### config.mk
export PLATFORM = sky130hd
export DESIGN_NAME = integer_text_formatter_unit
export DESIGN_NICKNAME = d
export VERILOG_FILES = /design/src/rtl/core/itf_pkg.sv /design/src/rtl/core/itf_bcd_stage.sv /design/src/rtl/core/itf_emitter.sv /design/src/rtl/core/integer_text_formatter_unit.sv
export SDC_FILE = /design/constraint.sdc
export NUM_CORES = 2
export LEC_CHECK = 0
export BUFFER_PORTS_ARGS = -buffer_cell sky130_fd_sc_hd__buf_2
export CAP_MARGIN = 20
export CELL_PAD_IN_SITES_DETAIL_PLACEMENT = 1
export CELL_PAD_IN_SITES_GLOBAL_PLACEMENT = 2
export CORE_ASPECT_RATIO = 0.9
export CORE_MARGIN = 5
export CORE_UTILIZATION = 45
export DETAILED_ROUTE_END_ITERATION = 6
export PLACE_DENSITY_LB_ADDON = 0.25
export RECOVER_POWER = 25
export REMOVE_ABC_BUFFERS = 1
export SYNTH_ARGS = -nofsm -noshare
export SYNTH_HDL_FRONTEND = slang
export SYNTH_SLANG_ARGS = --single-unit
### constraint.sdc
create_clock -name clk -period 32.1 [get_ports clk]
set_clock_uncertainty 0.05 [all_clocks]
set_input_delay 6.42 -clock clk [delete_from_list [all_inputs] [get_ports clk]]
set_output_delay 6.42 -clock clk [all_outputs]
set_load 0.03 [all_outputs]
### src/rtl/core/itf_pkg.sv
// ----------------------------------------------------------------------------
// itf_pkg
// shared types and constants of the integer text formatter
// ----------------------------------------------------------------------------
package itf_pkg;

    localparam int MAX_WIDTH = 63;

    localparam logic [2:0] ACT_SDEC = 3'd0;
    localparam logic [2:0] ACT_UDEC = 3'd1;
    localparam logic [2:0] ACT_HEXL = 3'd2;
    localparam logic [2:0] ACT_HEXU = 3'd3;
    localparam logic [2:0] ACT_CHAR = 3'd4;

    localparam logic [7:0] CH_ZERO  = 8'h30;
    localparam logic [7:0] CH_SPACE = 8'h20;
    localparam logic [7:0] CH_MINUS = 8'h2d;
    localparam logic [7:0] CH_PLUS  = 8'h2b;

    // one decoded request, digits least significant first
    typedef struct packed {
        logic [9:0][3:0] digs;
        logic [3:0]      nd;
        logic            hex;
        logic            upper;
        logic            is_char;
        logic [7:0]      chr;
        logic [7:0]      sign;
        logic            left;
        logic            zpad;
        logic [5:0]      width;
    } itf_req_t;

    function automatic logic [7:0] digit_char(input logic [3:0] d, input logic upper);
        logic [7:0] c;
        begin
            if (d < 4'd10)
                c = CH_ZERO + {4'd0, d};
            else if (upper)
                c = 8'h41 + {4'd0, d} - 8'd10;
            else
                c = 8'h61 + {4'd0, d} - 8'd10;
            return c;
        end
    endfunction

endpackage

### src/rtl/core/itf_bcd_stage.sv
// ----------------------------------------------------------------------------
// itf_bcd_stage
// one pipelined double-dabble stage: shifts in four binary bits
// ----------------------------------------------------------------------------
module itf_bcd_stage
    import itf_pkg::*;
(
    input  logic            clk,
    input  logic            rst_n,
    input  logic            en,
    input  logic            in_valid,
    input  logic [39:0]     in_bcd,
    input  logic [31:0]     in_bin,
    input  itf_req_t        in_req,
    output logic            out_valid,
    output logic [39:0]     out_bcd,
    output logic [31:0]     out_bin,
    output itf_req_t        out_req
);

    logic        valid_reg;
    logic [39:0] bcd_reg;
    logic [31:0] bin_reg;
    itf_req_t    req_reg;
    logic [39:0] bcd_next;

    always_comb
    begin
        logic [39:0] b;
        b = in_bcd;
        for (int s = 0; s < 4; s++)
        begin
            for (int j = 0; j < 10; j++)
            begin
                if (b[j*4 +: 4] > 4'd4)
                    b[j*4 +: 4] = b[j*4 +: 4] + 4'd3;
            end
            b = {b[38:0], in_bin[31 - s]};
        end
        bcd_next = b;
    end

    always_ff @(posedge clk or negedge rst_n)
    begin
        if (!rst_n)
            valid_reg <= 1'b0;
        else if (en)
            valid_reg <= in_valid;
    end

    always_ff @(posedge clk)
    begin
        if (en)
        begin
            bcd_reg <= bcd_next;
            bin_reg <= {in_bin[27:0], 4'd0};
            req_reg <= in_req;
        end
    end

    assign out_valid = valid_reg;
    assign out_bcd   = bcd_reg;
    assign out_bin   = bin_reg;
    assign out_req   = req_reg;

endmodule

### src/rtl/core/itf_emitter.sv
// ----------------------------------------------------------------------------
// itf_emitter
// walks one decoded request and emits its characters
// ----------------------------------------------------------------------------
module itf_emitter
    import itf_pkg::*;
(
    input  logic       clk,
    input  logic       rst_n,
    input  logic       req_valid,
    output logic       req_stall,
    input  itf_req_t   req,
    output logic       valid,
    input  logic       stall,
    output logic [7:0] out_char,
    output logic       last
);

    localparam logic [1:0] ST_IDLE = 2'd0;
    localparam logic [1:0] ST_RUN  = 2'd1;

    logic [1:0]  state_reg, state_next;
    itf_req_t    cur_reg, cur_next;
    logic [6:0]  pos_reg, pos_next;
    logic [3:0]  k_reg, k_next;
    logic [6:0]  total_reg, total_next;
    logic        ovalid_reg, ovalid_next;
    logic [7:0]  char_reg, char_next;
    logic        last_reg, last_next;

    logic [3:0]  k_in;
    logic [5:0]  w_in;
    logic [6:0]  pad_in;
    logic        out_free;
    logic [6:0]  pad;
    logic        has_sign;
    logic [6:0]  p;
    logic [6:0]  di;
    logic [3:0]  dig;
    logic [7:0]  ch;

    always_comb
    begin
        k_in = 4'd1;
        for (int i = 0; i < 10; i++)
        begin
            if (4'(i) < req.nd && req.digs[i] != 4'd0)
                k_in = 4'(i + 1);
        end
        w_in = (req.width > 6'(MAX_WIDTH)) ? 6'(MAX_WIDTH) : req.width;
        pad_in = ({1'b0, w_in} > {3'd0, k_in}) ? ({1'b0, w_in} - {3'd0, k_in}) : 7'd0;
    end

    assign out_free  = !ovalid_reg || !stall;
    assign req_stall = (state_reg != ST_IDLE);
    assign has_sign  = (cur_reg.sign != 8'd0);
    assign pad       = (cur_reg.width > {2'd0, k_reg}) ? ({1'b0, cur_reg.width} - {3'd0, k_reg})
                                                       : 7'd0;

    always_comb
    begin
        p = pos_reg;
        ch = CH_SPACE;
        di = 7'd0;
        if (cur_reg.is_char)
            ch = cur_reg.chr;
        else if (cur_reg.left)
        begin
            if (has_sign && p == 7'd0)
                ch = cur_reg.sign;
            else
            begin
                di = p - {6'd0, has_sign};
                if (di < {3'd0, k_reg})
                    ch = 8'hff;
            end
        end
        else
        begin
            if (p < pad)
                ch = cur_reg.zpad ? CH_ZERO : CH_SPACE;
            else if (has_sign && p == pad)
                ch = cur_reg.sign;
            else
            begin
                di = p - pad - {6'd0, has_sign};
                ch = 8'hff;
            end
        end
        dig = cur_reg.digs[4'({3'd0, k_reg} - 7'd1 - di)];
        if (ch == 8'hff && !cur_reg.is_char)
            ch = digit_char(dig, cur_reg.upper);
    end

    always_comb
    begin
        state_next  = state_reg;
        cur_next    = cur_reg;
        pos_next    = pos_reg;
        k_next      = k_reg;
        total_next  = total_reg;
        ovalid_next = ovalid_reg && stall;
        char_next   = char_reg;
        last_next   = last_reg;
        unique case (state_reg)
            ST_IDLE:
            begin
                if (req_valid)
                begin
                    state_next = ST_RUN;
                    cur_next = req;
                    cur_next.width = w_in;
                    k_next = k_in;
                    pos_next = 7'd0;
                    total_next = req.is_char ? 7'd1
                               : ({3'd0, k_in} + pad_in + {6'd0, req.sign != 8'd0});
                end
            end
            ST_RUN:
            begin
                if (out_free)
                begin
                    ovalid_next = 1'b1;
                    char_next = ch;
                    last_next = (pos_reg + 7'd1 == total_reg);
                    pos_next = pos_reg + 7'd1;
                    if (pos_reg + 7'd1 == total_reg)
                        state_next = ST_IDLE;
                end
            end
            default: state_next = ST_IDLE;
        endcase
    end

    always_ff @(posedge clk or negedge rst_n)
    begin
        if (!rst_n)
        begin
            state_reg  <= ST_IDLE;
            ovalid_reg <= 1'b0;
        end
        else
        begin
            state_reg  <= state_next;
            ovalid_reg <= ovalid_next;
        end
    end

    always_ff @(posedge clk)
    begin
        cur_reg   <= cur_next;
        pos_reg   <= pos_next;
        k_reg     <= k_next;
        total_reg <= total_next;
        char_reg  <= char_next;
        last_reg  <= last_next;
    end

    assign valid    = ovalid_reg;
    assign out_char = char_reg;
    assign last     = last_reg;

endmodule

### src/rtl/core/integer_text_formatter_unit.sv
// ----------------------------------------------------------------------------
// integer_text_formatter_unit
// formats one integer conversion request as a stream of characters
// ----------------------------------------------------------------------------
// channel | direction | beat
// in      | input     | action, value, flags, field_width
// out     | output    | out_char, last
//
// a request passes a decode stage and eight binary-to-bcd stages, then the
// emitter sends one character per cycle while out is not stalled; it takes
// no new request until it has sent the last character of the one it holds.
// reset clears all valid bits and the emitter state.
// a stall on out freezes the emitter; the front pipeline then backs up.
module integer_text_formatter_unit
    import itf_pkg::*;
(
    input  logic        clk,
    input  logic        rst_n,
    input  logic        in_valid,
    output logic        in_stall,
    input  logic [2:0]  action,
    input  logic [31:0] value,
    input  logic        left_align,
    input  logic        force_sign,
    input  logic        space_sign,
    input  logic        zero_pad,
    input  logic [5:0]  field_width,
    output logic        out_valid,
    input  logic        out_stall,
    output logic [7:0]  out_char,
    output logic        last
);

    localparam int NSTG = 8;

    logic            en;
    logic            em_stall;
    logic            d_valid_reg;
    logic [31:0]     d_bin_reg;
    itf_req_t        d_req_reg;
    itf_req_t        req_in;
    logic [31:0]     bin_in;
    logic [NSTG:0]       v;
    logic [NSTG:0][39:0] bcd;
    logic [NSTG:0][31:0] bin;
    itf_req_t [NSTG:0]   rq;
    itf_req_t        fin;

    assign en       = !(v[NSTG] && em_stall);
    assign in_stall = !en;

    always_comb
    begin
        logic neg;
        neg = (action == ACT_SDEC) && value[31];
        bin_in = neg ? (32'd0 - value) : value;
        req_in = '0;
        req_in.hex = (action == ACT_HEXL) || (action == ACT_HEXU);
        req_in.upper = (action == ACT_HEXU);
        req_in.is_char = (action == ACT_CHAR);
        req_in.chr = value[7:0];
        req_in.left = left_align;
        req_in.zpad = zero_pad && !left_align;
        req_in.width = field_width;
        req_in.nd = req_in.hex ? 4'd8 : 4'd10;
        for (int i = 0; i < 8; i++)
            req_in.digs[i] = value[i*4 +: 4];
        if (action == ACT_SDEC || action == ACT_UDEC)
            req_in.sign = neg ? CH_MINUS : force_sign ? CH_PLUS
                        : space_sign ? CH_SPACE : 8'd0;
    end

    always_ff @(posedge clk or negedge rst_n)
    begin
        if (!rst_n)
            d_valid_reg <= 1'b0;
        else if (en)
            d_valid_reg <= in_valid && (action <= ACT_CHAR);
    end

    always_ff @(posedge clk)
    begin
        if (en)
        begin
            d_bin_reg <= bin_in;
            d_req_reg <= req_in;
        end
    end

    assign v[0]   = d_valid_reg;
    assign bcd[0] = '0;
    assign bin[0] = d_bin_reg;
    assign rq[0]  = d_req_reg;

    for (genvar g = 0; g < NSTG; g++)
    begin : g_bcd
        itf_bcd_stage u_stage (
            .clk       (clk),
            .rst_n     (rst_n),
            .en        (en),
            .in_valid  (v[g]),
            .in_bcd    (bcd[g]),
            .in_bin    (bin[g]),
            .in_req    (rq[g]),
            .out_valid (v[g+1]),
            .out_bcd   (bcd[g+1]),
            .out_bin   (bin[g+1]),
            .out_req   (rq[g+1])
        );
    end

    // decimal digits replace the raw nibbles
    always_comb
    begin
        fin = rq[NSTG];
        if (!fin.hex)
            fin.digs = bcd[NSTG];
    end

    itf_emitter u_emit (
        .clk       (clk),
        .rst_n     (rst_n),
        .req_valid (v[NSTG]),
        .req_stall (em_stall),
        .req       (fin),
        .valid     (out_valid),
        .stall     (out_stall),
        .out_char  (out_char),
        .last      (last)
    );

endmodule

Word-level counts from Yosys, hierarchy flattened

Cells that the tools add are included.

Register bits: 1096
Latch bits: 0
RAM bits: 0
ROM bits: 0
Bits of input ports: 49
Output and inout bits: 11
Logic and storage cells: 1136
Memories: 0

Add/sub/neg operators: 281
$mul: 0
Div/mod/pow operators: 0
Magnitude comparators: 282
Eq/ne operators: 11
Shift operators: 0
Multiplexer cells: 309
Bitwise logic cells: 1
Reductions and logical operators: 46

Operators with widths:

| kind                                               | count |
|---|---|
| > comparator 4 x 3 -> 1 bit, second input constant | 255 |
| 2-to-1 mux 4 bit                                   | 255 |
| adder 4 x 2 -> 4 bit, second input constant        | 234 |
| 2-to-1 mux 8 bit                                   | 9 |
| 2-to-1 mux 3 bit                                   | 22 |
| adder 3 x 2 -> 3 bit, second input constant        | 21 |
| 2-to-1 mux 40 bit                                  | 1 |
| nonzero test 4 bit                                 | 9 |
| 2-to-1 mux 32 bit                                  | 1 |
| subtractor 1 x 32 -> 32 bit, first input constant  | 1 |
| 2-to-1 mux 7 bit                                   | 4 |
| adder 1 x 2 -> 3 bit, second input constant        | 8 |
| > comparator 1 x 3 -> 1 bit, second input constant | 8 |
| 2-to-1 mux 6 bit                                   | 4 |
| logical AND 1 bit                                  | 17 |
| adder 7 x 4 -> 8 bit, first input constant         | 2 |
| binary-select mux 4 bit (select 4 bit)             | 1 |
| < comparator 3 x 4 -> 1 bit, first input constant  | 4 |
| nonzero test 8 bit                                 | 2 |
| subtractor 8 x 4 -> 8 bit, second input constant   | 2 |
| == test 7 bit                                      | 2 |
| one-hot mux 7 bit (2 select lines)                 | 1 |
| subtractor 6 x 4 -> 7 bit                          | 2 |
| > comparator 6 x 4 -> 1 bit                        | 2 |
| 41 further kinds                                   | 63 |

Longest topological paths before layout

Depth after elaboration: 16
Mapped depth: 28
Depth with buffers taken out: 28

Cells and area by module

A second synthesis with hierarchy kept.

Cells, all modules: 8712
Area total of the unflattened synthesis: 85343.1 sq um

Modules (own cells, without submodules):

| module                               | times used | cells each | area an instance (sq um) | sequential area each (sq um) |
|---|---|---|---|---|
| itf_bcd_stage (g_bcd[1].u_stage ...) | 5          | 996        | 9427.8                   | 4199.0 |
| itf_bcd_stage (g_bcd[0].u_stage)     | 1          | 1015       | 9710.6                   | 4199.0 |
| itf_bcd_stage (g_bcd[3].u_stage)     | 1          | 998        | 9666.8                   | 4199.0 |
| itf_bcd_stage (g_bcd[7].u_stage)     | 1          | 987        | 9437.8                   | 4199.0 |
| itf_emitter                          | 1          | 484        | 5725.5                   | 2842.7 |
| integer_text_formatter_unit          | 1          | 248        | 3663.5                   | 2397.3 |

Least setup slack after synthesis

OpenSTA, ideal clock, no wires.

Path kind: flip-flop to output port
Start point: register u_emit.state_reg[0]
End point: output in_stall
Arrival time: 25.930 ns
Required time: 25.630 ns
Slack: -0.300 ns
Cell stages (with the launch flop): 4
Buffers on the path: 1
Cell sequence: dfrtp_1 -> nand2_1 -> clkbuf_1 -> inv_1

Longest elaborated chain between the ends: 2

Ends and longest elaborated chain:

| what                   | RTL line                          | text |
|---|---|---|
| from (decl)            | itf_emitter.sv:22                 | `logic [1:0] state_reg, state_next;` |
| from (signal assigned) | itf_emitter.sv:144                | `state_reg <= state_next;` |
| nonzero test 2 bit     | itf_emitter.sv:55                 | `assign req_stall = (state_reg != ST_IDLE);` |
| logical AND 1 bit      | integer_text_formatter_unit.sv:49 | `assign en = !(v[NSTG] && em_stall);` |
| to (decl)              | integer_text_formatter_unit.sv:20 | `output logic in_stall,` |

No other way between the ends.

Worst setup path in the final report

Start point: input value[1]
End point: register d_bin_reg[31] (data pin)

Longest elaborated chain between the ends: 2

Ends and longest elaborated chain:

| what                        | RTL line                          | text |
|---|---|---|
| from (decl)                 | integer_text_formatter_unit.sv:22 | `input logic [31:0] value,` |
| subtractor 1 x 32 -> 32 bit | integer_text_formatter_unit.sv:56 | `bin_in = neg ? (32'd0 - value) : value;` |
| 2-to-1 mux 32 bit           | integer_text_formatter_unit.sv:56 |  |
| via bin_in[31]              | integer_text_formatter_unit.sv:42 | `logic [31:0] bin_in;` |
| to (signal assigned)        | integer_text_formatter_unit.sv:85 | `d_bin_reg <= bin_in;` |
| to (decl)                   | integer_text_formatter_unit.sv:39 | `logic [31:0] d_bin_reg;` |

The timed path passes the listed nets, and every way through them passes these cells.
A chain may end at the register's enable or synchronous reset.

==> flow_summary.toml <==
[floorplanning]
pin_count = 60
dieWidth_um = 340
start_util_pct = 45.2
die_h_um = 307
core_area_um2 = 97800
die-area_um2 = 105000
num_rows = 109

[clock_network]
clock-root-buffer = "clkbuf_16"
ctsHoldBuffers = 0
cts_buffers = 88
clkLatencyLatePin_ns = 0.65
cts.sinks = 851
cts_resized = 0
clock_path_buffers = 3
post_cts_buffers = 0
cts_tree = "yes"
cts.clk_slew.worst_paths_ns = 0.06
h-tree-depth = 3

[synth]
ys_ff_latch = 851
yosys_warnings = 0
synth_edf_count = 840
synth_area_um2 = 44200
synth.distinct_cells = 97
synth_xor_area_share_pct = 4.33
synth_simple_gate_area_share_pct = 8.86
avgSynthCellArea_um2 = 12.9
ys.flop_type = "edfxtp_1"
syn_inst = 3419
synth_top_family_by_area = "compound AO/OA/AOI/OAI gates"
synthMuxAreaShare_pct = 8.18
yosys.area_share.adder_pct = 8.25
synth-compound-area-share_pct = 10.3
synth_seq_area_share_pct = 57.7
synthArstFlopShare_pct = 1.29

[sta]
fin_crit_ns = 9.19
tns_ns = 0
setup_ws_ns = 22.91
fin_crit_sh_pct = 28.6
tightest_slew_ns = 1.12
fmaxAchievable_mhz = 109
slew_headroom_pct = 25.1
rsz0062_at_grt = "no"
setup_viol = 0
hold_viol = 0
slew_violations = 0

[placement]
place_ws_ns = 22.20
placed_cell_area_um2 = 46000
port_buffers = 59
dp_hpwl_um = 62200
dp_cells = 4717
gp_congestion = 0.803

[detailed_routing]
vias_per_cell = 5.36
drtIter0Drc = 1433
drt_pass1_iterations = 5
vias = 26200
drc = 0
ant_nets = 0
wirelength_um = 84800
wl_per_cell_um = 17.4

[global_routing]
grt_pass1_vias = 27800
grt_pass1_wl_um = 141000
track_usage_pct = 16.1
grt_overflow = 0
antenna_found_initial = 1
grt_start_max_net_pins = 171

[worst_setup_path]
start_kind = "primary input"
cp-end-kind = "flip-flop"
worstSetupPathType = "primary input to flip-flop"
required_ns = 32.57
critical_path_arrival_ns = 9.66
crit_fanout = 4
setup.worst_path.start = "value[1]"
r2r_start = "u_emit.k_reg[1]$_DFFE_PP_"

[final_layout]
nNetsFinal = 3867
insertedDiodeCount = 0
drive_gt1_share_pct = 12.0
largest_reg_flops = 384
final_cells = 4880
syn_to_final_growth_pct = 10.9
stdcell_area_um2 = 49000

[hold_path]
hp-class = "flip-flop to flip-flop"
hp-start = "g_bcd[6].u_stage.out_req[48]$_DFFE_PN_"

[run_status]
run_status = "completed"

[run]
timing.max_cap.violations = 0
[path summary, 6_finish.rpt]
path / endpoint / depth (start not counted) / slack, ns
max in group asynchronous: g_bcd[3].u_stage.out_valid$_DFFE_PN0N_ / 1 / 26.17
min in group asynchronous: g_bcd[1].u_stage.out_valid$_DFFE_PN0N_ / 1 / 5.59
worst min register to register: g_bcd[7].u_stage.out_req[48]$_DFFE_PN_ / 0 / 0.36
worst max register to register: u_emit.out_char[2]$_DFFE_PP_ / 25 / 25.77
worst max-delay path: d_bin_reg[31]$_DFFE_PN_ / 9 / 22.91
worst min-delay path: g_bcd[7].u_stage.out_req[48]$_DFFE_PN_ / 0 / 0.36
[cells in the final DEF (no fill, tap or decap), types with 18 or more instances in the layout]
cell type and count:
edfxtp_1 840, ha_1 280, inv_1 230, o21ai_0 201, nor2_1 173, nand2_1 172
a21oi_1 170, mux2i_1 157, mux2_2 149, xnor2_1 121, xor2_1 92, clkbuf_16 88
nand2b_1 83, nor2b_1 61, buf_2 59, a31oi_1 43, a21o_1 37, or4_1 35
nor3_1 34, o21bai_1 34, nand3_1 33, o22ai_1 29, o21a_1 29, and2_1 28
o31ai_1 27, or3_1 26, clkinv_2 23, a21boi_0 21, nor3b_1 18
[synthesized netlist by cell type (all sizes together) (14+ instances only)]
master    n  share of area [%]
edfxtp  840                 57
a31oi    45               0.67
nand2b   86                1.2
mux2    162                4.2
o21ba    14               0.32
xnor2   124                2.5
inv     230                2.0
nand2   173                1.5
or4      39               0.70
ha      280                7.9
a21boi   34               0.60
a21oi   171                1.9
xor2     92                1.8
o22ai    29               0.41
mux2i   157                3.6
nor3     34               0.39
o21a     30               0.51
nor2b    62               0.88
o21bai   34               0.58
and2     33               0.50
o31ai    29               0.54
o21ai   212                2.4
nor3b    18               0.31
nand3    33               0.37
nor2    173                1.5
a21o     37               0.63
or3      26               0.37
clkbuf   40               0.35
[cell type report]
type / instances / area [um2]
Tap cell: 1276 / 1600
Sequential cell: 851 / 25500
Clock inverter: 61 / 734
Fill cell: 9797 / 48800
Inverter: 230 / 863
Multi-Input combinational cell: 2291 / 17600
Timing Repair Buffer: 69 / 383
Clock buffer: 102 / 2260
[routing by layer]
layer | GRT usage [%] | part of all wire [%] | vias to the layer above
met5 | 0 | 0 | -
met4 | 4.08 | 2.0 | 0
met3 | 2.13 | 2.6 | 109
met2 | 28.6 | 50 | 258
met1 | 21.1 | 46 | 12800
li1 | - | - | 13000
[metrics by stage]
| step | utilization (%) | hold slack, ns |
|---|---|---|
| finish | 50.1 | 0.361 |
| global route | 50.1 | 0.365 |
| CTS | 50.1 | 0.364 |
| detailed placement | 47.0 | 0.355 |
| global placement | 47.0 | 0.350 |
| floorplan | - | 0.350 |
[logic make-up after synthesis]
logic type | Yosys count
multiplexers | 327
XOR/XNOR | 216
AND/OR/NAND/NOR | 744
buffers and inverters | 277
flip-flops | 851
adder cells (fa/ha/maj) | 287
AO/OA/AOI/OAI | 717
[critical path, cell delays in order]
cell	delay, ns
buf_2	0.12
nor3_1	0.43
and3_1	0.30
nand2_1	0.17
or3_1	0.44
nor3_1	0.51
nand3b_1	0.26
nor3_1	0.78
o41a_1	0.22
Power is left out: the tool's default activity adds up to more than one toggle a clock period on the data nets, which glitch-free logic cannot reach.
